--- src/rtl/csre_ram.sv ---
// ============================================================================
// csre_ram
// Simple dual-port synchronous RAM, one write and one registered read port.
// ============================================================================
module csre_ram #(
    parameter int WIDTH = 8,
    parameter int DEPTH = 64,
    localparam int ADDR_W = $clog2(DEPTH)
) (
    input  logic              i_clk,
    input  logic              i_we,
    input  logic [ADDR_W-1:0] i_waddr,
    input  logic [WIDTH-1:0]  i_wdata,
    input  logic [ADDR_W-1:0] i_raddr,
    output logic [WIDTH-1:0]  o_rdata
);

    logic [WIDTH-1:0] mem [DEPTH];
    logic [WIDTH-1:0] r_rdata;

    always_ff @(posedge i_clk) begin
        if (i_we) begin
            mem[i_waddr] <= i_wdata;
        end
    end

    // read returns the old word on a same-address write
    always_ff @(posedge i_clk) begin
        r_rdata <= mem[i_raddr];
    end

    assign o_rdata = r_rdata;

endmodule

--- config.mk ---
export PLATFORM = sky130hd
export DESIGN_NAME = csre_ram
export DESIGN_NICKNAME = d
export VERILOG_FILES = /design/src/rtl/csre_ram.sv
export SDC_FILE = /design/constraint.sdc
export NUM_CORES = 1
export LEC_CHECK = 0
export BUFFER_PORTS_ARGS = -buffer_cell sky130_fd_sc_hd__buf_2
export CAP_MARGIN = 20
export CORE_MARGIN = 2
export CORE_UTILIZATION = 45
export CTS_CLUSTER_DIAMETER = 200
export DETAILED_ROUTE_END_ITERATION = 6
export SETUP_SLACK_MARGIN = 0.3
export SYNTH_ARGS = -nofsm -noshare
export SYNTH_HDL_FRONTEND = slang
export SYNTH_SLANG_ARGS = --single-unit
--- constraint.sdc ---
create_clock -name i_clk -period 4.9 [get_ports i_clk]
set_input_delay 0.735 -clock i_clk [delete_from_list [all_inputs] [get_ports i_clk]]
set_output_delay 0.735 -clock i_clk [all_outputs]
set_load 0.02 [all_outputs]
==> run metrics, run 1 <==
crit path buf inv count 2; Rel. slew slack 28.8%; worst r2r src mem[47][0]; chip width roughly 220 µm; cells after synthesis 940; CP max-delay cell a221oi_1; post-synthesis sequential area ratio between 70 and 80%; clock root buffer clkbuf_16; initial core utilization 45.6%; status complete, no violations; maximum clock frequency ~360 MHz; max-cap violations 0; largest stage delay on the critical path around 710 ps; Pwr per Cell Area 412 nW/µm²; critical path's top delay family buffers and inverters; CTS tree built; Mapped Area between 20000 and 25000 µm²; DRT antenna net count 0; ys flop type edfxtp_1; fraction of layout cells with a size suffix above 1 25.0%; clk_skew roughly 16 ps; largest net degree at the start of global routing 65; Worst Tran Pin Value approximately 1100 ps; setup fix buffers added after clock tree synthesis 0; first-pass GRT wire length roughly 67000 µm; Num CTS Buffers 52; RSZ-0062 raised after global routing false; Reg clk slew, reported paths roughly 60 ps; flops & latches, synth 520; most frequent cell after synthesis edfxtp_1; drt pass-1 iters 7; DIE HEIGHT between 200 and 250 µm; fin crit share roughly 57%; cells along the critical path clkbuf_8 -> buf_4 -> mux2i_1 -> a221oi_1 -> a221oi_1 -> o2bb2ai_1; Hold Path Class in2reg; post-CTS resize count 0; Fin. Hold Viols 0; area leader, netlist edfxtp_1; Setup WS pre-CTS about 1400 ps; detailed-route DRC error count 0; initial antenna violation count 3; hold path start i_raddr[5]; Final #Nets around 1000; CP max FO between 50 and 60; Fin Setup TNS 0 ps; core region area ~44000 µm²; yosys synthesis warning count 0; die area 46500 µm²; DP Wirelength around 26000 µm; row cnt just under 80; synthesized area per cell 21.5 µm²; crit start category primary input; htree depth 2; GRT Resource Usage Total between 10% and 20%; FF-to-FF path depth 4; most numerous cell on the critical path a221oi_1; number of global-route vias before repair 9699; CP endpoint kind flip-flop; Max Slew Vio Count 0; initial DRC count about 1100; hold buffer count at cts 0; Crit. Startpoint i_raddr[0]; via count approximately 9600; per-cell routed wire length roughly 28 µm; drt via density just under 6; WP depth 6; synth top area cells edfxtp_1, mux4_2, nor2_1; Post-synth EDFFs about 510; final setup fails 0; Pleak around 0.0070 µW; Synth cell types 40; CP arrival approximately 3300 ps; Placer Congestion 0.777; post-synth top area share roughly 76%; Clock Sinks 520; IO Pins 30; Final Util 51.1%; synth cell count leaders edfxtp_1, mux4_2, nor2_1; Worst EP required between 5000 and 6000 ps; CTS Buffer Depth 3; post-route worst setup slack 2100 ps; Buffers on Ports 29; FFs w/ async S/R, synth 0%; synthesis-to-finish area growth 12.1%; Tmin final around 2800 ps; drt total wl 44900 µm; Synthesized Nets ~960; clock latency on the worst-skew pair just under 600 ps; worst hold path stage count 3; GRT overflow 0; VDD IR max ~0.25 mV; kind of critical path in2reg
-- logic make-up after synthesis --
kind of cell,Yosys count,synth area share (%)
mux,162,15.9
simple gates,153,3.39
flops,520,77.0
buf+inv,51,1.57
compound gates,54,2.07
-- registers in the layout, indices dropped and copies added (netlist names) --
name	cells
mem	512
o_rdata	8
-- cells in the final DEF (no fill, tap or decap), types with 7 or more instances in the layout --
cell	count
o221ai_1	8
mux4_2	126
edfxtp_1	512
o22ai_1	8
dfxtp_1	8
buf_2	26
mux2i_1	23
nor3_1	7
clkbuf_16	53
clkbuf_1	22
nand2b_1	7
nor2_1	83
buf_4	19
mux2_2	13
nand2_1	19
nand3_1	13
nor2b_1	14
-- layout make-up --
type / count / area (µm²)
Antenna cell: 2 / 5.00
Sequential cell: 520 / 15500
Fill cell: 3456 / 21600
Clock buffer: 79 / 1460
Multi-Input combinational cell: 369 / 4320
Tap cell: 592 / 741
Timing Repair Buffer: 49 / 347
Clock inverter: 16 / 205
-- worst paths after layout --
check	to	slack (ps)
worst max-delay path	o_rdata[0]	2100
worst min-delay path	o_rdata[6]	650
worst max register to register	o_rdata[0]	2780
worst min register to register	o_rdata[1]	830
-- per-stage QoR --
| stage | instance area [µm²] | cells | power [µW] | hold WS (ps) |
|---|---|---|---|---|
| floorplan | 20200 | 940 | 5300 | 718 |
| global placement | 20900 | 1529 | 5490 | 809 |
| detailed placement | 20900 | 1530 | 5500 | 826 |
| CTS | 22600 | 1625 | 9380 | 615 |
| global route | 22600 | 1625 | 9580 | 681 |
| finish | 22600 | 1627 | 9310 | 645 |
-- per-layer routing --
metal / wire [µm] / GRT usage (%) / vias up
li1: - / - / 4035
met1: 20000 / 29.4 / 5119
met2: 21200 / 30.6 / 332
met3: 2560 / 3.38 / 77
met4: 1060 / 6.34 / 2
met5: 18 / 0 / -
-- worst reg2reg max path, stage by stage (launching register included) --
cell       delay (ps)
edfxtp_1          350
mux4_2            480
mux2_2            310
a221oi_1          690
o2bb2ai_1         150
-- report_power, final --
part | leakage [µW] | internal [µW] | total (µW) | switching (µW)
clock network | 0.000807 | 2320 | 3910 | 1600
registers | 0.00467 | 4920 | 4940 | 14.0
logic | 0.00151 | 169 | 458 | 288
total | 0.00699 | 7410 | 9310 | 1900
(Power assumes the default switching activity.)
==> run 2: changes to the inputs <==
==> constraint.sdc (replaced) <==
create_clock -name i_clk -period 2.6 [get_ports i_clk]
set_input_delay 0.39 -clock i_clk [delete_from_list [all_inputs] [get_ports i_clk]]
set_output_delay 0.39 -clock i_clk [all_outputs]
set_load 0.02 [all_outputs]
==> run 2 against run 1 <==
Against the previous run:
- total power grew 90%
- cell area grew 4.0%
- combinational power grew 100%
- non-clock buffer count grew 107
- utilization grew 2.0 points
- worst hold slack lost 600 ps
- register-to-register slack lost 2500 ps
- critical endpoint is now o_rdata[4]
- highest routed layer unchanged
==> run metrics, run 2 (synthesized netlist as in run 1, its figures left out) <==
DP Wirelength 29400 µm (+12%); drt pass-1 iters 5 (-2); detailed-route DRC error count 0 (unchanged); Final #Nets 1121 (+11%); Rel. slew slack 38.8% (+10 points); Largest register FFs 512 (unchanged); Pwr per Cell Area 751 nW/µm² (+82%); setup fix buffers added after clock tree synthesis 0 (unchanged); GRT Resource Usage Total 20.2% (+0.29 points); Worst EP required 3050 ps (-2290 ps); hold buffer count at cts 0 (unchanged); Clock Sinks 520 (unchanged); htree depth 2 (unchanged); largest net degree at the start of global routing 65 (unchanged); hold path start i_wdata[3]; chip width 216 µm (unchanged); crit start category flip-flop; kind of critical path reg2reg; CP max FO 1 (-98%); Setup WS pre-CTS -15.8 ps (-1440 ps); per-cell routed wire length 26.6 µm (-3.7%); worst r2r src mem[29][4]; most frequent cells in the layout edfxtp_1, mux4_2, buf_4; Max Slew Vio Count 0 (unchanged); maximum clock frequency around 430 MHz; CP arrival 2760 ps (-490 ps); Final Util 53.2% (+2.0 points); fraction of layout cells with a size suffix above 1 32.6% (+7.6 points); Worst Tran Pin Value 918 ps (-146 ps); FILL cells 3430 (-0.75%); VDD IR max 0.521 mV (+110%); fin crit share between 80 and 90%; commonest non-fill, non-tap cell in the layout edfxtp_1; CP endpoint kind flip-flop; Num CTS Buffers 52 (unchanged); clk_skew 11.9 ps (-4.53 ps); Placer Congestion 0.817 (+5.2%); max-cap violations 0 (unchanged); first-pass GRT wire length 67900 µm (+1.8%); RSZ-0062 raised after global routing false; final setup fails 0 (unchanged); CTS Buffer Depth 3 (unchanged); clock latency on the worst-skew pair 600 ps (about the same); Design Power 17700 µW (+90%); IO Pins 30 (unchanged); Fin Setup TNS 0 ps (unchanged); via count 9921 (+3.7%); DRT antenna net count 0 (unchanged); number of global-route vias before repair 10200 (+4.9%); GRT overflow 0 (unchanged); Fin. Hold Viols 0 (unchanged); cells along the critical path mux4_2 -> mux2_2 -> o221a_2 -> nor3_1 -> o32ai_1; drt via density 5.72 (-2.7%); Reg clk slew, reported paths 60 ps (about the same); CP max-delay cell nor3_1; Tmin final between 2000 and 2500 ps; status complete, no violations; register bank with the most flops mem; Buffers on Ports 29 (unchanged); initial core utilization 45.6% (unchanged); synthesis-to-finish area growth 16.6%; post-route worst setup slack 284 ps (-1810 ps); initial antenna violation count 3 (unchanged); Layout Cells excl Fill 1735 (+6.6%); die area 46500 µm² (unchanged); post-CTS resize count 0 (unchanged); initial DRC count 959 (-12%); clock root buffer clkbuf_16; DIE HEIGHT 216 µm (unchanged); Cell Count Post-Placement 1637 (+7.0%); Hold Path Class in2reg; row cnt 77 (unchanged); drt total wl 46100 µm (+2.7%); Crit. Startpoint mem[29][4]; CTS tree built; largest stage delay on the critical path 580 ps (-130 ps); Pleak 0.00759 µW (+8.6%); core region area 44200 µm² (unchanged)
run 2: cell types whose count changed in the layout (fill, tap and decap cells not counted):
cell	previous run	this run
buf_4	19	119
clkbuf_1	22	18
clkinvlp_4	1	2
inv_6	1	2
clkinv_4	0	1
clkinv_1	5	3
bufinv_16	5	4
clkbuf_8	5	7
clkinv_2	4	7
buf_12	3	10
run 2: through the flow:
step                hold WS [ps]  instance area (µm²)
detailed placement           659                21800
global placement             655                21800
CTS                         29.2                23500
floorplan                    489                20200
finish                      48.6                23500
global route                52.9                23500
run 2: cell type report:
class	instances	area [µm²]	area share [%]
Multi-Input combinational cell	369	4320	18.3
Timing Repair Buffer	156	1240	5.26
Antenna cell	2	5.00	0.0213
Sequential cell	520	15500	66.1
Tap cell	592	741	3.15
Clock buffer	77	1480	6.28
Clock inverter	19	208	0.883
run 2: critical path: cells and delay by family (launching register included):
kind	cells	cell delay, ps
DFF	1	360
and+or+nand+nor	1	580
muxes	2	780
AOI/OAI and AO/OA	2	460
run 2: report_power, final:
part           leakage, µW  internal [µW]  switching, µW  total [µW]
sequential         0.00467           9280           36.2        9310
combinational      0.00209            381            557         938
clock             0.000820           4320           3080        7400
run 2: final timing paths:
kind         slack, ps         end  cells after the start
max                280  o_rdata[4]                      5
min                 50  mem[54][3]                      1
max reg2reg        280  o_rdata[4]                      5
min reg2reg        840  o_rdata[6]                      3
run 2: metal layers:
metal	global-route usage [%]	up-vias	wire length [µm]
li1	-	4247	-
met1	28.7	5262	19800
met2	31.3	320	21800
met3	3.76	90	2830
met4	7.86	2	1650
met5	0	-	15
==> run 3: changes to the inputs <==
--- a/config.mk
+++ b/config.mk
@@ -8,9 +8,10 @@
 export BUFFER_PORTS_ARGS = -buffer_cell sky130_fd_sc_hd__buf_2
 export CAP_MARGIN = 20
 export CORE_MARGIN = 2
-export CORE_UTILIZATION = 45
+export CORE_UTILIZATION = 50
 export CTS_CLUSTER_DIAMETER = 200
 export DETAILED_ROUTE_END_ITERATION = 6
+export PLACE_DENSITY = 0.66
 export SETUP_SLACK_MARGIN = 0.3
 export SYNTH_ARGS = -nofsm -noshare
 export SYNTH_HDL_FRONTEND = slang
==> run 3 against run 2 <==
Against the previous run:
- setup slack better by 300 ps
- via count fell by 0.78%
- worst hold slack improved by 230 ps
- non-clock buffer count shrank 6
- routed wire length decreased by 4.9%
- combinational power shrank 2.1%
- largest power group unchanged
==> run metrics, run 3 (synthesized netlist as in run 1, its figures left out) <==
clock root buffer clkbuf_16; DRT antenna net count 0 (unchanged); maximum clock frequency 496 MHz (+15%); CP endpoint kind flip-flop; max-cap violations 0 (unchanged); commonest non-fill, non-tap cell in the layout edfxtp_1; Setup WS pre-CTS -18.7 ps (-2.96 ps); detailed-route DRC error count 0 (unchanged); most frequent cells in the layout edfxtp_1, mux4_2, buf_4; htree depth 2 (unchanged); fraction of layout cells with a size suffix above 1 31.3% (-1.3 points); switching pwr 3470 µW (-5.5%); Tmin final 2020 ps (-298 ps); GRT overflow 0 (unchanged); hold buffer count at cts 0 (unchanged); hold path start i_raddr[5]; status complete, no violations; Worst EP required 3040 ps (about the same); CP arrival 2460 ps (-300 ps); CTS Buffer Depth 3 (unchanged); initial core utilization 50.8% (+5.2 points); Placer Congestion 0.822 (+0.51%); drt total wl 43800 µm (-4.9%); die area 42000 µm² (-9.8%); Final Util 58.5% (+5.3 points); IO Pins 30 (unchanged); initial antenna violation count 1 (-2); Clock Sinks 520 (unchanged); Cell Count Post-Placement 1564 (-4.5%); Worst Hold End o_rdata[0]; FF-to-FF path depth 5 (unchanged); WHS 275 ps (+226 ps); Rel. slew slack 51.8% (+13 points); chip width 205 µm (-5.0%); Buffers on Ports 29 (unchanged); setup fix buffers added after clock tree synthesis 0 (unchanged); Max Slew Vio Count 0 (unchanged); ant diodes 0 (-2); number of global-route vias before repair 10100 (-0.33%); post-route worst setup slack 583 ps (+298 ps); DIE HEIGHT 205 µm (-5.0%); Worst Tran Pin Value 724 ps (-194 ps); worst hold path stage count 3 (+2); first-pass GRT wire length 65500 µm (-3.6%); register bank with the most flops mem; clk_skew 10.9 ps (-1.07 ps); Num CTS Buffers 52 (unchanged); DP Wirelength 27700 µm (-5.8%); RR Endpoint o_rdata[6]; worst r2r src mem[16][6]; RSZ-0062 raised after global routing false; initial DRC count 1142 (+19%); Pwr per Cell Area 732 nW/µm² (-2.5%); clock latency on the worst-skew pair 570 ps (-30 ps); GRT Resource Usage Total 21.9% (+1.7 points); drt via density 5.96 (+4.2%); fin crit share 77.6% (-11 points); Layout Cells excl Fill 1652 (-4.8%); R2R setup slack 640 ps (+360 ps); Gate power share 5.4% (about the same); Pleak 0.00749 µW (-1.3%); Cell Int Power 13500 µW (-3.2%); final setup fails 0 (unchanged); per-cell routed wire length 26.5 µm (about the same); CP max FO 24 (+23); Reg clk slew, reported paths 60 ps (about the same); via count 9844 (-0.78%); kind of critical path in2reg; post-CTS resize count 0 (unchanged); row cnt 73 (-5.2%); Final #Nets 1115 (-0.54%); Flop pwr share 54.7% (+1.9 points); switching part of the total 20.4% (-0.39 points); drt pass-1 iters 7 (+2); crit start category primary input; Largest register FFs 512 (unchanged); largest net degree at the start of global routing 65 (unchanged); core region area 39700 µm² (-10%); Hold Path Class in2reg; synthesis-to-finish area growth 15.2%; CTS tree built; Clock power frac 39.9% (-2.0 points); VDD IR max 0.436 mV (-16%); Fin. Hold Viols 0 (unchanged)
run 3: cell types whose count changed in the layout (fill, tap and decap cells not counted), sizes merged:
| cell | previous run | this run |
|---|---|---|
| clkinv | 11 | 17 |
| bufinv | 4 | 1 |
| inv | 2 | 1 |
| clkbuf | 78 | 70 |
| buf | 155 | 149 |
| diode | 2 | 0 |
| clkinvlp | 2 | 0 |
run 3: power groups by stage:
stage	Combinational, µW	Clock [µW]	Sequential (µW)
after floorplan	494	0	9490
after global placement	912	0	9480
after detailed placement	924	0	9490
after CTS	927	6910	9310
after global routing	981	7250	9310
final	918	6780	9310
run 3: worst max-delay path, cell delays in order:
cell	delay [ps]
clkbuf_8	260
buf_12	260
mux4_2	520
mux2_2	280
o221a_2	290
nor3_1	270
o32ai_1	150
run 3: per-layer routing:
| metal | wire length [µm] | global-route usage [%] |
|---|---|---|
| met5 | 16 | 0 |
| met4 | 883 | 5.36 |
| met3 | 2840 | 4.28 |
| met2 | 21600 | 35.6 |
| met1 | 18500 | 30.9 |
run 3: layout make-up:
class / count / area [µm²]
Clock inverter: 19 / 111
Tap cell: 525 / 657
Timing Repair Buffer: 150 / 1200
Fill cell: 2882 / 16500
Multi-Input combinational cell: 369 / 4320
Sequential cell: 520 / 15500
Clock buffer: 69 / 1420
run 3: worst max path at each step:
stage	from	cells after the start	endpoint
2_1_floorplan	i_raddr[1]	7	o_rdata[3]
3_3_place_gp	i_raddr[0]	7	o_rdata[6]
3_5_place_dp	i_raddr[0]	7	o_rdata[6]
4_1_cts	i_raddr[0]	7	o_rdata[6]
5_1_grt	i_raddr[0]	7	o_rdata[6]
6_report	i_raddr[0]	7	o_rdata[6]
run 3: stage by stage:
stage | cell area (µm²) | setup TNS [ps] | power (µW)
finish | 23200 | 0 | 17000
floorplan | 20200 | 0 | 9980
global route | 23200 | 0 | 17500
CTS | 23200 | 0 | 17200
global placement | 21700 | -4.08 | 10400
detailed placement | 21700 | -18.7 | 10400
