File: src/rtl/csre_pkg.sv
// ============================================================================
// csre_pkg
// Shared types and codes of the counting-sort rank engine.
// ============================================================================
package csre_pkg;

    localparam int ACTION_W = 3;
    localparam int LABEL_W  = 6;
    localparam int EIDX_W   = 12;
    localparam int PIDX_W   = 7;
    localparam int PARTS_W  = 7;
    localparam int VALUE_W  = 13;
    localparam int STATUS_W = 3;

    typedef logic [VALUE_W-1:0] t_value;

    typedef enum logic [ACTION_W-1:0] {
        ACT_CLEAR  = 3'd0,
        ACT_LOAD   = 3'd1,
        ACT_FINISH = 3'd2,
        ACT_POS    = 3'd3,
        ACT_START  = 3'd4
    } t_action;

    typedef enum logic [STATUS_W-1:0] {
        STS_OK           = 3'd0,
        STS_BAD_LABEL    = 3'd1,
        STS_FULL         = 3'd2,
        STS_BAD_INDEX    = 3'd3,
        STS_NOT_FINISHED = 3'd4
    } t_status;

    typedef enum logic [1:0] {
        S_CLEAR = 2'd0,   // zeroing sweep over the bucket memory
        S_RUN   = 2'd1,   // taking beats, one-deep pipe behind the memories
        S_WALK  = 2'd2,   // prefix-sum walk over all buckets
        S_POS   = 2'd3    // second read of a sorted-position lookup
    } t_state;

endpackage

File: src/rtl/csre_ctrl.sv
// ============================================================================
// csre_ctrl
// Sequencer of the rank engine: beat pipeline, read-modify-write of bucket
// words with forwarding, clearing sweep, prefix-sum walk, result register.
// ============================================================================
module csre_ctrl
    import csre_pkg::*;
#(
    parameter int MAX_ITEMS = 4096,
    parameter int MAX_PARTS = 64,
    localparam int IDX_W  = $clog2(MAX_ITEMS),
    localparam int CNT_W  = $clog2(MAX_ITEMS + 1),
    localparam int PART_W = $clog2(MAX_PARTS),
    localparam int BKT_W  = 2 * CNT_W,
    localparam int ELEM_W = PART_W + IDX_W
) (
    input  logic                i_clk,
    input  logic                i_rst_n,
    input  logic [PARTS_W-1:0]  i_parts,
    // request channel
    input  logic                i_valid,
    output logic                o_ready,
    input  logic [ACTION_W-1:0] i_action,
    input  logic [LABEL_W-1:0]  i_label,
    input  logic [EIDX_W-1:0]   i_element_index,
    input  logic [PIDX_W-1:0]   i_part_index,
    // result channel
    output logic                o_valid,
    input  logic                i_ready,
    output logic [VALUE_W-1:0]  o_value,
    output logic [STATUS_W-1:0] o_status,
    // bucket memory: {count, start}
    output logic                o_bkt_we,
    output logic [PART_W-1:0]   o_bkt_waddr,
    output logic [BKT_W-1:0]    o_bkt_wdata,
    output logic [PART_W-1:0]   o_bkt_raddr,
    input  logic [BKT_W-1:0]    i_bkt_rdata,
    // element memory: {label, rank}
    output logic                o_elem_we,
    output logic [IDX_W-1:0]    o_elem_waddr,
    output logic [ELEM_W-1:0]   o_elem_wdata,
    output logic [IDX_W-1:0]    o_elem_raddr,
    input  logic [ELEM_W-1:0]   i_elem_rdata
);

    localparam logic [PART_W:0] WALK_END  = (PART_W + 1)'(MAX_PARTS);
    localparam logic [PART_W:0] SWEEP_END = (PART_W + 1)'(MAX_PARTS - 1);
    localparam logic [PART_W-1:0] LAST_PART = PART_W'(MAX_PARTS - 1);

    t_state              r_state, n_state;
    logic                r_s1_valid, n_s1_valid;
    t_action             r_act;
    logic [LABEL_W-1:0]  r_label;
    logic [EIDX_W-1:0]   r_eidx;
    logic [PIDX_W-1:0]   r_pidx;
    logic [CNT_W-1:0]    r_ec, n_ec;
    logic                r_finished, n_finished;
    logic                r_fwd, n_fwd;
    logic [BKT_W-1:0]    r_fwd_data;
    logic [PART_W:0]     r_walk_idx, n_walk_idx;
    logic                r_walk_dv, n_walk_dv;
    logic [PART_W-1:0]   r_walk_wa, n_walk_wa;
    logic [CNT_W-1:0]    r_run, n_run;
    logic [PART_W-1:0]   r_pos_addr, n_pos_addr;
    logic [IDX_W-1:0]    r_pos_rank, n_pos_rank;
    logic                r_out_valid, n_out_valid;
    t_value              r_out_value, n_out_value;
    t_status             r_out_status, n_out_status;

    logic [PARTS_W-1:0]  live_parts;
    logic                out_free;
    logic                accept;
    logic                in_rdy;
    logic [BKT_W-1:0]    cur_bkt;
    logic [CNT_W-1:0]    cur_cnt;
    logic [CNT_W-1:0]    cur_start;
    logic [CNT_W-1:0]    rd_cnt;
    logic [CNT_W-1:0]    rd_start;
    logic [PART_W-1:0]   elem_lbl;
    logic [IDX_W-1:0]    elem_rank;
    logic                lbl_bad;
    logic                store_full;
    logic                eidx_bad;
    logic                pidx_bad;
    logic                pidx_top;
    logic                pos_ok;
    logic                s1_emit;
    logic                s1_stay;
    t_value              s1_value;
    t_status             s1_status;
    logic                walk_last;

    assign live_parts = (32'(i_parts) < 32'(MAX_PARTS)) ? i_parts : PARTS_W'(MAX_PARTS);

    // a load right behind a load to the same bucket sees the word being written
    assign cur_bkt   = r_fwd ? r_fwd_data : i_bkt_rdata;
    assign cur_cnt   = cur_bkt[BKT_W-1 -: CNT_W];
    assign cur_start = cur_bkt[CNT_W-1:0];
    assign rd_cnt    = i_bkt_rdata[BKT_W-1 -: CNT_W];
    assign rd_start  = i_bkt_rdata[CNT_W-1:0];
    assign elem_lbl  = i_elem_rdata[ELEM_W-1 -: PART_W];
    assign elem_rank = i_elem_rdata[IDX_W-1:0];

    assign lbl_bad    = {1'b0, r_label} >= live_parts;
    assign store_full = r_ec == CNT_W'(MAX_ITEMS);
    assign eidx_bad   = 32'(r_eidx) >= 32'(r_ec);
    assign pidx_bad   = r_pidx > live_parts;
    assign pidx_top   = 32'(r_pidx) >= 32'(MAX_PARTS);

    assign out_free = !r_out_valid || i_ready;
    assign pos_ok   = r_s1_valid && (r_act == ACT_POS) && r_finished && !eidx_bad;
    assign s1_emit  = r_s1_valid && !pos_ok && out_free;
    assign s1_stay  = !(r_act inside {ACT_CLEAR, ACT_FINISH, ACT_POS});
    assign in_rdy   = (r_state == S_RUN) && (!r_s1_valid || (s1_emit && s1_stay));
    assign accept   = i_valid && in_rdy;
    assign walk_last = r_walk_dv && (r_walk_wa == LAST_PART);

    // next state
    always_comb begin
        n_state = r_state;
        case (r_state)
            S_CLEAR: begin
                if (r_walk_idx == SWEEP_END) begin
                    n_state = S_RUN;
                end
            end
            S_RUN: begin
                if (pos_ok) begin
                    n_state = S_POS;
                end else if (s1_emit && r_act == ACT_CLEAR) begin
                    n_state = S_CLEAR;
                end else if (s1_emit && r_act == ACT_FINISH) begin
                    n_state = S_WALK;
                end
            end
            S_WALK: begin
                if (walk_last) begin
                    n_state = S_RUN;
                end
            end
            S_POS: begin
                if (out_free) begin
                    n_state = S_RUN;
                end
            end
            default: n_state = S_CLEAR;
        endcase
    end

    // result of the beat in the pipe stage
    always_comb begin
        s1_value  = '0;
        s1_status = STS_OK;
        case (r_act)
            ACT_LOAD: begin
                if (lbl_bad) begin
                    s1_status = STS_BAD_LABEL;
                end else if (store_full) begin
                    s1_status = STS_FULL;
                end else begin
                    s1_value = VALUE_W'(cur_cnt);
                end
            end
            ACT_FINISH: begin
                s1_value = VALUE_W'(r_ec);
            end
            ACT_POS: begin
                if (!r_finished) begin
                    s1_status = STS_NOT_FINISHED;
                end else if (eidx_bad) begin
                    s1_status = STS_BAD_INDEX;
                end
            end
            ACT_START: begin
                if (!r_finished) begin
                    s1_status = STS_NOT_FINISHED;
                end else if (pidx_bad) begin
                    s1_status = STS_BAD_INDEX;
                end else if (pidx_top) begin
                    s1_value = VALUE_W'(r_ec);
                end else begin
                    s1_value = VALUE_W'(cur_start);
                end
            end
            default: ;
        endcase
    end

    // memory control and register updates
    always_comb begin
        o_bkt_we     = 1'b0;
        o_bkt_waddr  = '0;
        o_bkt_wdata  = '0;
        o_bkt_raddr  = '0;
        o_elem_we    = 1'b0;
        o_elem_waddr = r_ec[IDX_W-1:0];
        o_elem_wdata = {PART_W'(r_label), IDX_W'(cur_cnt)};
        o_elem_raddr = in_rdy ? IDX_W'(i_element_index) : IDX_W'(r_eidx);
        n_s1_valid   = 1'b0;
        n_ec         = r_ec;
        n_finished   = r_finished;
        n_walk_idx   = r_walk_idx;
        n_walk_dv    = 1'b0;
        n_walk_wa    = r_walk_wa;
        n_run        = r_run;
        n_pos_addr   = r_pos_addr;
        n_pos_rank   = r_pos_rank;
        n_out_valid  = r_out_valid && !i_ready;
        n_out_value  = r_out_value;
        n_out_status = r_out_status;

        case (r_state)
            S_CLEAR: begin
                o_bkt_we    = 1'b1;
                o_bkt_waddr = r_walk_idx[PART_W-1:0];
                n_walk_idx  = r_walk_idx + 1'b1;
            end
            S_RUN: begin
                if (r_s1_valid && r_act == ACT_POS) begin
                    o_bkt_raddr = elem_lbl;
                end else if (in_rdy) begin
                    o_bkt_raddr = (i_action == ACT_LOAD) ? PART_W'(i_label)
                                                         : PART_W'(i_part_index);
                end else begin
                    // stalled beat re-reads its own bucket
                    o_bkt_raddr = (r_act == ACT_LOAD) ? PART_W'(r_label)
                                                      : PART_W'(r_pidx);
                end

                if (in_rdy) begin
                    n_s1_valid = accept;
                end else begin
                    n_s1_valid = r_s1_valid && !s1_emit && !pos_ok;
                end

                if (pos_ok) begin
                    n_pos_addr = elem_lbl;
                    n_pos_rank = elem_rank;
                end

                if (s1_emit) begin
                    n_out_valid  = 1'b1;
                    n_out_value  = s1_value;
                    n_out_status = s1_status;
                    case (r_act)
                        ACT_CLEAR: begin
                            n_ec       = '0;
                            n_finished = 1'b0;
                            n_walk_idx = '0;
                        end
                        ACT_LOAD: begin
                            if (!lbl_bad && !store_full) begin
                                o_bkt_we    = 1'b1;
                                o_bkt_waddr = PART_W'(r_label);
                                o_bkt_wdata = {cur_cnt + 1'b1, cur_start};
                                o_elem_we   = 1'b1;
                                n_ec        = r_ec + 1'b1;
                                n_finished  = 1'b0;
                            end
                        end
                        ACT_FINISH: begin
                            n_walk_idx = '0;
                            n_run      = '0;
                        end
                        default: ;
                    endcase
                end
            end
            S_WALK: begin
                // read bucket i while bucket i-1 gets its start written back
                if (r_walk_idx != WALK_END) begin
                    o_bkt_raddr = r_walk_idx[PART_W-1:0];
                    n_walk_idx  = r_walk_idx + 1'b1;
                    n_walk_dv   = 1'b1;
                    n_walk_wa   = r_walk_idx[PART_W-1:0];
                end
                if (r_walk_dv) begin
                    o_bkt_we    = 1'b1;
                    o_bkt_waddr = r_walk_wa;
                    o_bkt_wdata = {rd_cnt, r_run};
                    n_run       = r_run + rd_cnt;
                end
                if (walk_last) begin
                    n_finished = 1'b1;
                end
            end
            S_POS: begin
                o_bkt_raddr = r_pos_addr;
                if (out_free) begin
                    n_out_valid  = 1'b1;
                    n_out_value  = VALUE_W'(CNT_W'(r_pos_rank) + rd_start);
                    n_out_status = STS_OK;
                end
            end
            default: ;
        endcase

        n_fwd = o_bkt_we && (o_bkt_waddr == o_bkt_raddr);
    end

    always_ff @(posedge i_clk) begin
        if (!i_rst_n) begin
            r_state     <= S_CLEAR;
            r_s1_valid  <= 1'b0;
            r_ec        <= '0;
            r_finished  <= 1'b0;
            r_fwd       <= 1'b0;
            r_walk_idx  <= '0;
            r_walk_dv   <= 1'b0;
            r_out_valid <= 1'b0;
        end else begin
            r_state     <= n_state;
            r_s1_valid  <= n_s1_valid;
            r_ec        <= n_ec;
            r_finished  <= n_finished;
            r_fwd       <= n_fwd;
            r_walk_idx  <= n_walk_idx;
            r_walk_dv   <= n_walk_dv;
            r_out_valid <= n_out_valid;
        end
    end

    always_ff @(posedge i_clk) begin
        if (accept) begin
            r_act   <= t_action'(i_action);
            r_label <= i_label;
            r_eidx  <= i_element_index;
            r_pidx  <= i_part_index;
        end
        r_fwd_data   <= o_bkt_wdata;
        r_walk_wa    <= n_walk_wa;
        r_run        <= n_run;
        r_pos_addr   <= n_pos_addr;
        r_pos_rank   <= n_pos_rank;
        r_out_value  <= n_out_value;
        r_out_status <= n_out_status;
    end

    assign o_ready  = in_rdy;
    assign o_valid  = r_out_valid;
    assign o_value  = r_out_value;
    assign o_status = r_out_status;

endmodule

File: config.mk
export PLATFORM = sky130hd
export DESIGN_NAME = csre_ctrl
export DESIGN_NICKNAME = d
export VERILOG_FILES = /design/src/rtl/csre_pkg.sv /design/src/rtl/csre_ctrl.sv
export SDC_FILE = /design/constraint.sdc
export NUM_CORES = 1
export LEC_CHECK = 0
export BUFFER_PORTS_ARGS = -buffer_cell sky130_fd_sc_hd__buf_2
export CAP_MARGIN = 5
export CORE_MARGIN = 3
export CORE_UTILIZATION = 42
export CTS_CLUSTER_SIZE = 10
export DETAILED_ROUTE_END_ITERATION = 8
export GPL_ROUTABILITY_DRIVEN = 0
export PLACE_DENSITY = 0.79
export SYNTH_ARGS = -nofsm -noshare
export SYNTH_HDL_FRONTEND = slang
export SYNTH_SLANG_ARGS = --single-unit
File: constraint.sdc
create_clock -name i_clk -period 3.1 [get_ports i_clk]
set_clock_uncertainty 0.2 [all_clocks]
set_input_delay 0.31 -clock i_clk [delete_from_list [all_inputs] [get_ports i_clk]]
set_output_delay 0.31 -clock i_clk [all_outputs]
set_load 0.005 [all_outputs]
==> flow_metrics.env, run 1 <==
export IMPL_power_switching_mw=1.019
export IMPL_category_of_the_most_critical_setup_path="flip-flop to primary output"
export IMPL_netlist_area_sq_um=8354
export IMPL_cts_num_sinks=134
export IMPL_start_kind="flip-flop"
export IMPL_synth_seq_area_share_pct=41.82
export IMPL_core_region_area_sq_um=19140
export IMPL_power_density_nw_per_um2=392.9
export IMPL_final_cell_mix="buf_2 (182), edfxtp_1 (81), buf_4 (59)"
export IMPL_ff2ff_path_depth=13
export IMPL_post_synth_cell_area_avg_sq_um=10.14
export IMPL_worstSkewPairLatency_ns=0.42
export IMPL_worstReg2RegEnd="r_fwd"
export IMPL_async_reset_ff_share_pct=0
export IMPL_hpwlAfterDp_mm=18.56
export IMPL_vias_per_cell=5.745
export IMPL_timing_max_slew_rel_slack_pct=47.48
export IMPL_hold_path_class="input port to flip-flop"
export IMPL_final_period_utilization_pct=103.9
export IMPL_synth_edff_count=81
export IMPL_regToRegStartpoint="r_eidx[10]"
export IMPL_port_buffers=182
export IMPL_floorplan_die_height_um=147.0
export IMPL_start_point_of_the_worst_hold_path="i_bkt_rdata[17]"
export IMPL_dr_first_iter_drc_count=694
export IMPL_floorplan_die_area_sq_um=21620
export IMPL_ys_dominant_reg_cell="edfxtp_1"
export IMPL_drtAntennaViolNets=0
export IMPL_final_period_minus_worst_setup_slack_ns=3.222
export IMPL_initial_antenna_violation_count=2
export IMPL_timing_reg2reg_setup_slack_ns=0.17
export IMPL_synth_warning_count=0
export IMPL_postRouteWirelength_mm=27.22
export IMPL_outcome="complete, but fails checks"
export IMPL_syn_num_nets=968
export IMPL_power_combinational_fraction_pct=10.1
export IMPL_worst_hold_path_endpoint="r_fwd_data[17]"
export IMPL_postSynthCellCount=824
export IMPL_critical_path_slowest_cell="edfxtp_1"
export IMPL_cp_end_kind="primary output"
export IMPL_start_util_pct=43.64
export IMPL_tritoncts_num_buffers=17
export IMPL_setup_viol=29
export IMPL_p_int_mw=3.450
export IMPL_sw_frac_of_total_pct=22.79
export IMPL_detail_route_drc_violations=0
export IMPL_final_fill_count=1535
export IMPL_synth_seq_cells=134
export IMPL_worstPathMaxFanout=7
export IMPL_vias_in_the_first_global_route=7759
export IMPL_cp_required_ns=2.59
export IMPL_max_freq_mhz=310.4
export IMPL_failed_checks="setup timing"
export IMPL_share_of_yosys_cell_area_claimed_by_the_top_area_cell_type_pct=29.11
export IMPL_layout_cells_most_common="buf_2"
export IMPL_worstPathCellList="ha_1, a21o_1, a21oi_2, o221a_2, and2_4, nand2_2, clkinv_4, buf_12, a22oi_2, nor2b_1, buf_2"
export IMPL_netlist_top_cells_area="edfxtp_1 (29%), dfxtp_1 (13%), ha_1 (8.8%)"
export IMPL_via_count=7831
export IMPL_die_w_um=147.0
export IMPL_synth_top_area_cell="edfxtp_1"
export IMPL_worstMarginPinSlew_ns=0.7878
export IMPL_rows=50
export IMPL_clk_transition_reported_paths_ns=0.06
export IMPL_grt_util_all_layers_pct=24.17
export IMPL_final_setup_worst_slack_ns=-0.1219
export IMPL_multi_input_area_sq_um=4812
export IMPL_place_detailed_instances=1257
export IMPL_final_hold_violation_count=0
export IMPL_power_share_sequential_pct=42.4
export IMPL_clock_path_buffers=2
export IMPL_grt_setup_unrepaired="true"
export IMPL_min_path_cells=3
export IMPL_ctsRootBufferMaster="clkbuf_16"
export IMPL_flow_area_growth_from_synthesis_pct=36.15
export IMPL_post_route_cells_drive_above_1_share_pct=35.24
export IMPL_tritoncts_clock_tree="built"
export IMPL_power_ir_vdd_worst_uv=340.3
export IMPL_critical_path_n_buffers_inverters=3
export IMPL_cp_slowest_stage_delay_ns=0.42
export IMPL_critical_path_arrival_ns=2.71
export IMPL_synth_cell_types=76
export IMPL_slew_violations=0
export IMPL_grt_start_max_net_pins=30
export IMPL_clock_power_share_pct=47.5
export IMPL_critPathTopFamily="compound AO/OA/AOI/OAI gates"
export IMPL_grt_remaining_overflow=0
export IMPL_post_route_insts_no_fill=1363
export IMPL_design_portCount=183
export IMPL_fin_nets=1232
export IMPL_hold_worst_slack_ns=0.03542
export IMPL_detailedRoute_firstPassIterationCount=6
export IMPL_drv_max_cap_violation_count=0
export IMPL_clock_tree_htree_level_count=4
export IMPL_grt_first_pass_wirelength_mm=41.56
export IMPL_leakage_power_nw=4.575
export IMPL_routed_wire_length_per_instance_um=19.97
export IMPL_layout_area_seq_sq_um=3498
logic make-up after synthesis:
| family | count (synthesis) | share of synthesized area [%] |
|---|---|---|
| AO/OA/AOI/OAI | 198 | 16.86 |
| adder cells (fa/ha/maj) | 61 | 9.316 |
| multiplexers | 52 | 6.740 |
| flip-flops | 134 | 41.82 |
| AND/OR/NAND/NOR | 244 | 15.74 |
| XOR/XNOR | 43 | 4.508 |
| buffers and inverters | 92 | 5.017 |
power groups by stage:
stage	clock (mW)	combinational (mW)	sequential, mW
global route	2.22	0.488	1.90
detailed placement	0	0.364	1.93
global placement	0	0.359	1.93
CTS	2.16	0.421	1.89
floorplan	0	0.217	1.93
finish	2.12	0.450	1.90
routing by layer:
metal	vias up	global-route usage, %	part of all wire [%]
li1	3594	-	-
met1	3721	30.33	39
met2	445	40.45	49
met3	69	5.645	9.2
met4	2	9.506	3.3
met5	-	0	0.026
tightest hold or removal path, cell delays in order:
cell,delay (ns)
buf_2,0.11
a22oi_1,0.08
nor2b_1,0.12
how the worst max path moves through the flow:
stage | from | end | slack (ns) | cells after the start
floorplan | r_ec[10] | r_run[0] | 0.19 | 8
global placement | i_parts[6] | o_bkt_wdata[2] | 0.12 | 14
detailed placement | i_parts[6] | o_bkt_wdata[2] | 0.03 | 14
CTS | r_eidx[10] | o_bkt_wdata[18] | -0.13 | 12
global route | r_label[4] | o_bkt_wdata[16] | -0.22 | 11
finish | r_label[4] | o_bkt_wdata[6] | -0.12 | 11
registers in the layout, indices dropped and copies added, names as in the netlist, 2 cells and up:
register    flops
o_status        3
r_pos_rank     12
r_fwd_data     26
r_act           3
r_ec           13
r_run          13
r_eidx         12
r_state         2
r_pidx          7
r_walk_wa       6
o_value        13
r_label         6
r_pos_addr      6
r_walk_idx      7
per-stage QoR:
step	setup WS, ns	util (%)	power, mW	setup TNS, ns	instance area [sq um]
2_1_floorplan	0.1948	-	2.143	0	8362
3_3_place_gp	0.1241	50.49	2.290	0	9666
3_5_place_dp	0.02610	50.49	2.296	0	9666
4_1_cts	-0.1279	57.85	4.472	-2.478	11070
5_1_grt	-0.2161	59.41	4.604	-4.791	11370
6_report	-0.1219	59.42	4.469	-1.873	11370
Yosys cell counts (5+ instances only):
cell / number
buf_4: 17
edfxtp_1: 81
nand3_1: 24
nand4_1: 11
a21o_1: 13
inv_1: 41
nand2_1: 48
clkbuf_1: 21
xor2_1: 14
and3_1: 7
or2_2: 5
and2_1: 9
nor2_1: 48
mux2i_1: 18
nand2b_1: 7
nor3_1: 15
mux2_2: 34
buf_2: 8
a211oi_1: 5
dfxtp_1: 53
nor2b_1: 42
a21oi_1: 43
o21ai_0: 26
xnor2_1: 29
a22oi_1: 33
o22ai_1: 10
ha_1: 59
a31oi_1: 5
a222oi_1: 14
o211ai_1: 6
what timing repair did:
action / CTS / global route
cloned: 2 / 0
endpoints found under the setup margin: 35 / 34
hold endpoints to repair: 46 / 0
setup buffers: 16 / 11
gates resized for setup: 30 / 51
hold buffers: 46 / 0
pin swaps: 10 / 17
layout make-up:
| cell class | instances | share of cell area [%] |
|---|---|---|
| inverter | 43 | 1.463 |
| clock buffer | 24 | 4.895 |
| timing repair buffer | 294 | 17.03 |
| sequential | 134 | 30.76 |
| clock inverter | 8 | 0.6490 |
| antenna | 2 | 0.04400 |
| multi-input combinational | 598 | 42.31 |
| tap | 260 | 2.860 |
Note: power is estimated with default switching activity, not from simulation.
==> inputs of run 2 (changes only) <==
--- a/config.mk
+++ b/config.mk
@@ -7,12 +7,15 @@
 export LEC_CHECK = 0
 export BUFFER_PORTS_ARGS = -buffer_cell sky130_fd_sc_hd__buf_2
 export CAP_MARGIN = 5
+export CELL_PAD_IN_SITES_DETAIL_PLACEMENT = 0
+export CELL_PAD_IN_SITES_GLOBAL_PLACEMENT = 1
 export CORE_MARGIN = 3
-export CORE_UTILIZATION = 42
+export CORE_UTILIZATION = 39
+export CTS_BUF_LIST = sky130_fd_sc_hd__clkbuf_2 sky130_fd_sc_hd__clkbuf_4 sky130_fd_sc_hd__clkbuf_8
 export CTS_CLUSTER_SIZE = 10
 export DETAILED_ROUTE_END_ITERATION = 8
 export GPL_ROUTABILITY_DRIVEN = 0
-export PLACE_DENSITY = 0.79
+export PLACE_DENSITY = 0.9
 export SYNTH_ARGS = -nofsm -noshare
 export SYNTH_HDL_FRONTEND = slang
 export SYNTH_SLANG_ARGS = --single-unit
==> run 2 against run 1 <==
  * The flow still finishes with violations (setup timing)
  * Power shrank 13%
  * Sequential share of layout area down 0.054 points
  * Global-route usage down 1.8 points
  * Maximum frequency shrank 1.0%
  * Critical path type unchanged
==> flow_metrics.env, run 2 (synthesis results as in run 1) <==
export IMPL_worstMarginPinSlew_ns=0.8224
export IMPL_timing_max_slew_rel_slack_pct=45.17
export IMPL_grt_setup_unrepaired="true"
export IMPL_hpwlAfterDp_mm=19.24
export IMPL_hold_path_class="input port to flip-flop"
export IMPL_design_portCount=183
export IMPL_vias_per_cell=5.609
export IMPL_initial_antenna_violation_count=2
export IMPL_critical_path_arrival_ns=2.75
export IMPL_detailedRoute_firstPassIterationCount=7
export IMPL_grt_first_pass_wirelength_mm=41.67
export IMPL_final_fill_count=1741
export IMPL_grtUsageMet1_pct=29.80
export IMPL_die_w_um=152.4
export IMPL_critical_path_slowest_cell="edfxtp_1"
export IMPL_critPathTopFamily="simple AND/OR/NAND/NOR gates"
export IMPL_grt_util_all_layers_pct=22.41
export IMPL_routed_wire_length_per_instance_um=19.60
export IMPL_tritoncts_num_buffers=17
export IMPL_grt_remaining_overflow=0
export IMPL_tritoncts_clock_tree="built"
export IMPL_fin_nets=1248
export IMPL_clock_path_buffers=2
export IMPL_start_kind="flip-flop"
export IMPL_start_util_pct=40.51
export IMPL_final_period_minus_worst_setup_slack_ns=3.256
export IMPL_final_period_utilization_pct=105.0
export IMPL_critical_path_n_buffers_inverters=3
export IMPL_gr_max_usage_layer="met2"
export IMPL_layout_area_seq_sq_um=3498
export IMPL_leakage_power_nw=4.548
export IMPL_max_freq_mhz=307.1
export IMPL_cp_required_ns=2.59
export IMPL_power_density_nw_per_um2=341.6
export IMPL_postRouteWirelength_mm=27.18
export IMPL_ctsRootBufferMaster="clkbuf_8"
export IMPL_registers_top_by_ff_count="r_fwd_data"
export IMPL_final_hold_violation_count=0
export IMPL_grtUsageMet3_pct=6.106
export IMPL_floorplan_die_area_sq_um=23210
export IMPL_layout_cells_most_common="buf_2"
export IMPL_slew_violations=0
export IMPL_clk_transition_reported_paths_ns=0.08
export IMPL_final_setup_worst_slack_ns=-0.1558
export IMPL_via_count=7779
export IMPL_global_route_usage_met2_pct=35.80
export IMPL_post_route_cells_drive_above_1_share_pct=37.24
export IMPL_regToRegStartpoint="r_eidx[10]"
export IMPL_floorplan_die_height_um=152.4
export IMPL_antennaDiodeCount=0
export IMPL_rows=52
export IMPL_drtAntennaViolNets=0
export IMPL_cts_num_sinks=134
export IMPL_setup_viol=32
export IMPL_worstPathCellList="ha_4, a211oi_4, nor3_4, o311ai_4, a211oi_4, nand2_2, clkinv_4, buf_4, a22oi_1, nor2b_1, buf_2"
export IMPL_outcome="complete, but fails checks"
export IMPL_largest_register_ff_count=26
export IMPL_start_point_of_the_worst_hold_path="i_bkt_rdata[23]"
export IMPL_finalCoreUtilization_pct=55.25
export IMPL_final_cell_mix="buf_2 (182), edfxtp_1 (81), buf_4 (71)"
export IMPL_detail_route_drc_violations=0
export IMPL_cp_slowest_stage_delay_ns=0.46
export IMPL_port_buffers=182
export IMPL_grt_start_max_net_pins=30
export IMPL_cp_startpoint="r_eidx[10]"
export IMPL_dr_first_iter_drc_count=654
export IMPL_clock_tree_htree_level_count=4
export IMPL_failed_checks="setup timing"
export IMPL_hold_worst_slack_ns=0.02168
export IMPL_worstPathMaxFanout=6
export IMPL_vias_in_the_first_global_route=7555
export IMPL_drv_max_cap_violation_count=0
export IMPL_core_region_area_sq_um=20620
export IMPL_cp_end_kind="primary output"
export IMPL_category_of_the_most_critical_setup_path="flip-flop to primary output"
export IMPL_worstSkewPairLatency_ns=0.45
export IMPL_multi_input_area_sq_um=4882
export IMPL_power_ir_vdd_worst_uv=264.3
export IMPL_flow_area_growth_from_synthesis_pct=36.39
export IMPL_critical_path_most_common_cell="a211oi_4"
[run 2: timing repair]
item                                    4_1_cts  5_1_grt
endpoints found under the hold margin        48        0
gates resized for setup                      50       48
endpoints found under the setup margin       34       50
hold buffers                                 48        0
pin swaps                                    15       18
buffers inserted                             20       17
gates cloned                                  3        1
[run 2: per-layer routing]
metal | up-vias | part of all wire (%)
met2 | 401 | 47
met5 | - | 0.096
met3 | 47 | 9.0
met1 | 3696 | 42
li1 | 3631 | -
met4 | 4 | 2.0
[run 2: path summary, 6_finish.rpt]
path         slack [ns]  depth (start not counted)        endpoint
max               -0.16                         11  o_bkt_wdata[2]
min reg2reg        0.35                          2      r_state[0]
max reg2reg        0.08                         11           r_fwd
min                0.02                          3  r_fwd_data[23]
[run 2: area by class of cell]
| type | instances | area share (%) |
|---|---|---|
| Timing Repair Buffer | 310 | 18.47 |
| Sequential cell | 134 | 30.70 |
| Clock inverter | 13 | 1.373 |
| Tap cell | 270 | 2.965 |
| Inverter | 43 | 1.460 |
| Clock buffer | 19 | 2.185 |
| Multi-Input combinational cell | 598 | 42.85 |
[run 2: worst register-to-register path, delay by kind of cell, from the launching register on]
kind                     cells  cell delay (ns)
buffers and inverters        2             0.29
flip-flops                   1             0.46
AND/OR/NAND/NOR              3             0.31
adder cells (fa/ha/maj)      1             0.26
AO/OA/AOI/OAI                5             1.37
[run 2: power breakdown]
part	internal, mW	switching [mW]	leakage [nW]
sequential	1.88	0.0107	1.16
clock	0.809	0.740	0.196
combinational	0.224	0.228	3.20
total	2.91	0.979	4.55
[run 2: through the flow]
step / cells / area, sq um / setup TNS (ns) / total power, mW / setup WS (ns)
after floorplan: 824 / 8362 / 0 / 2.143 / 0.1948
after global placement: 1270 / 9701 / 0 / 2.292 / 0.07174
after detailed placement: 1270 / 9701 / 0 / 2.295 / 0.006213
after CTS: 1373 / 11060 / -2.820 / 3.872 / -0.1756
after global routing: 1387 / 11390 / -7.239 / 4.035 / -0.2827
final: 1387 / 11390 / -2.896 / 3.892 / -0.1558
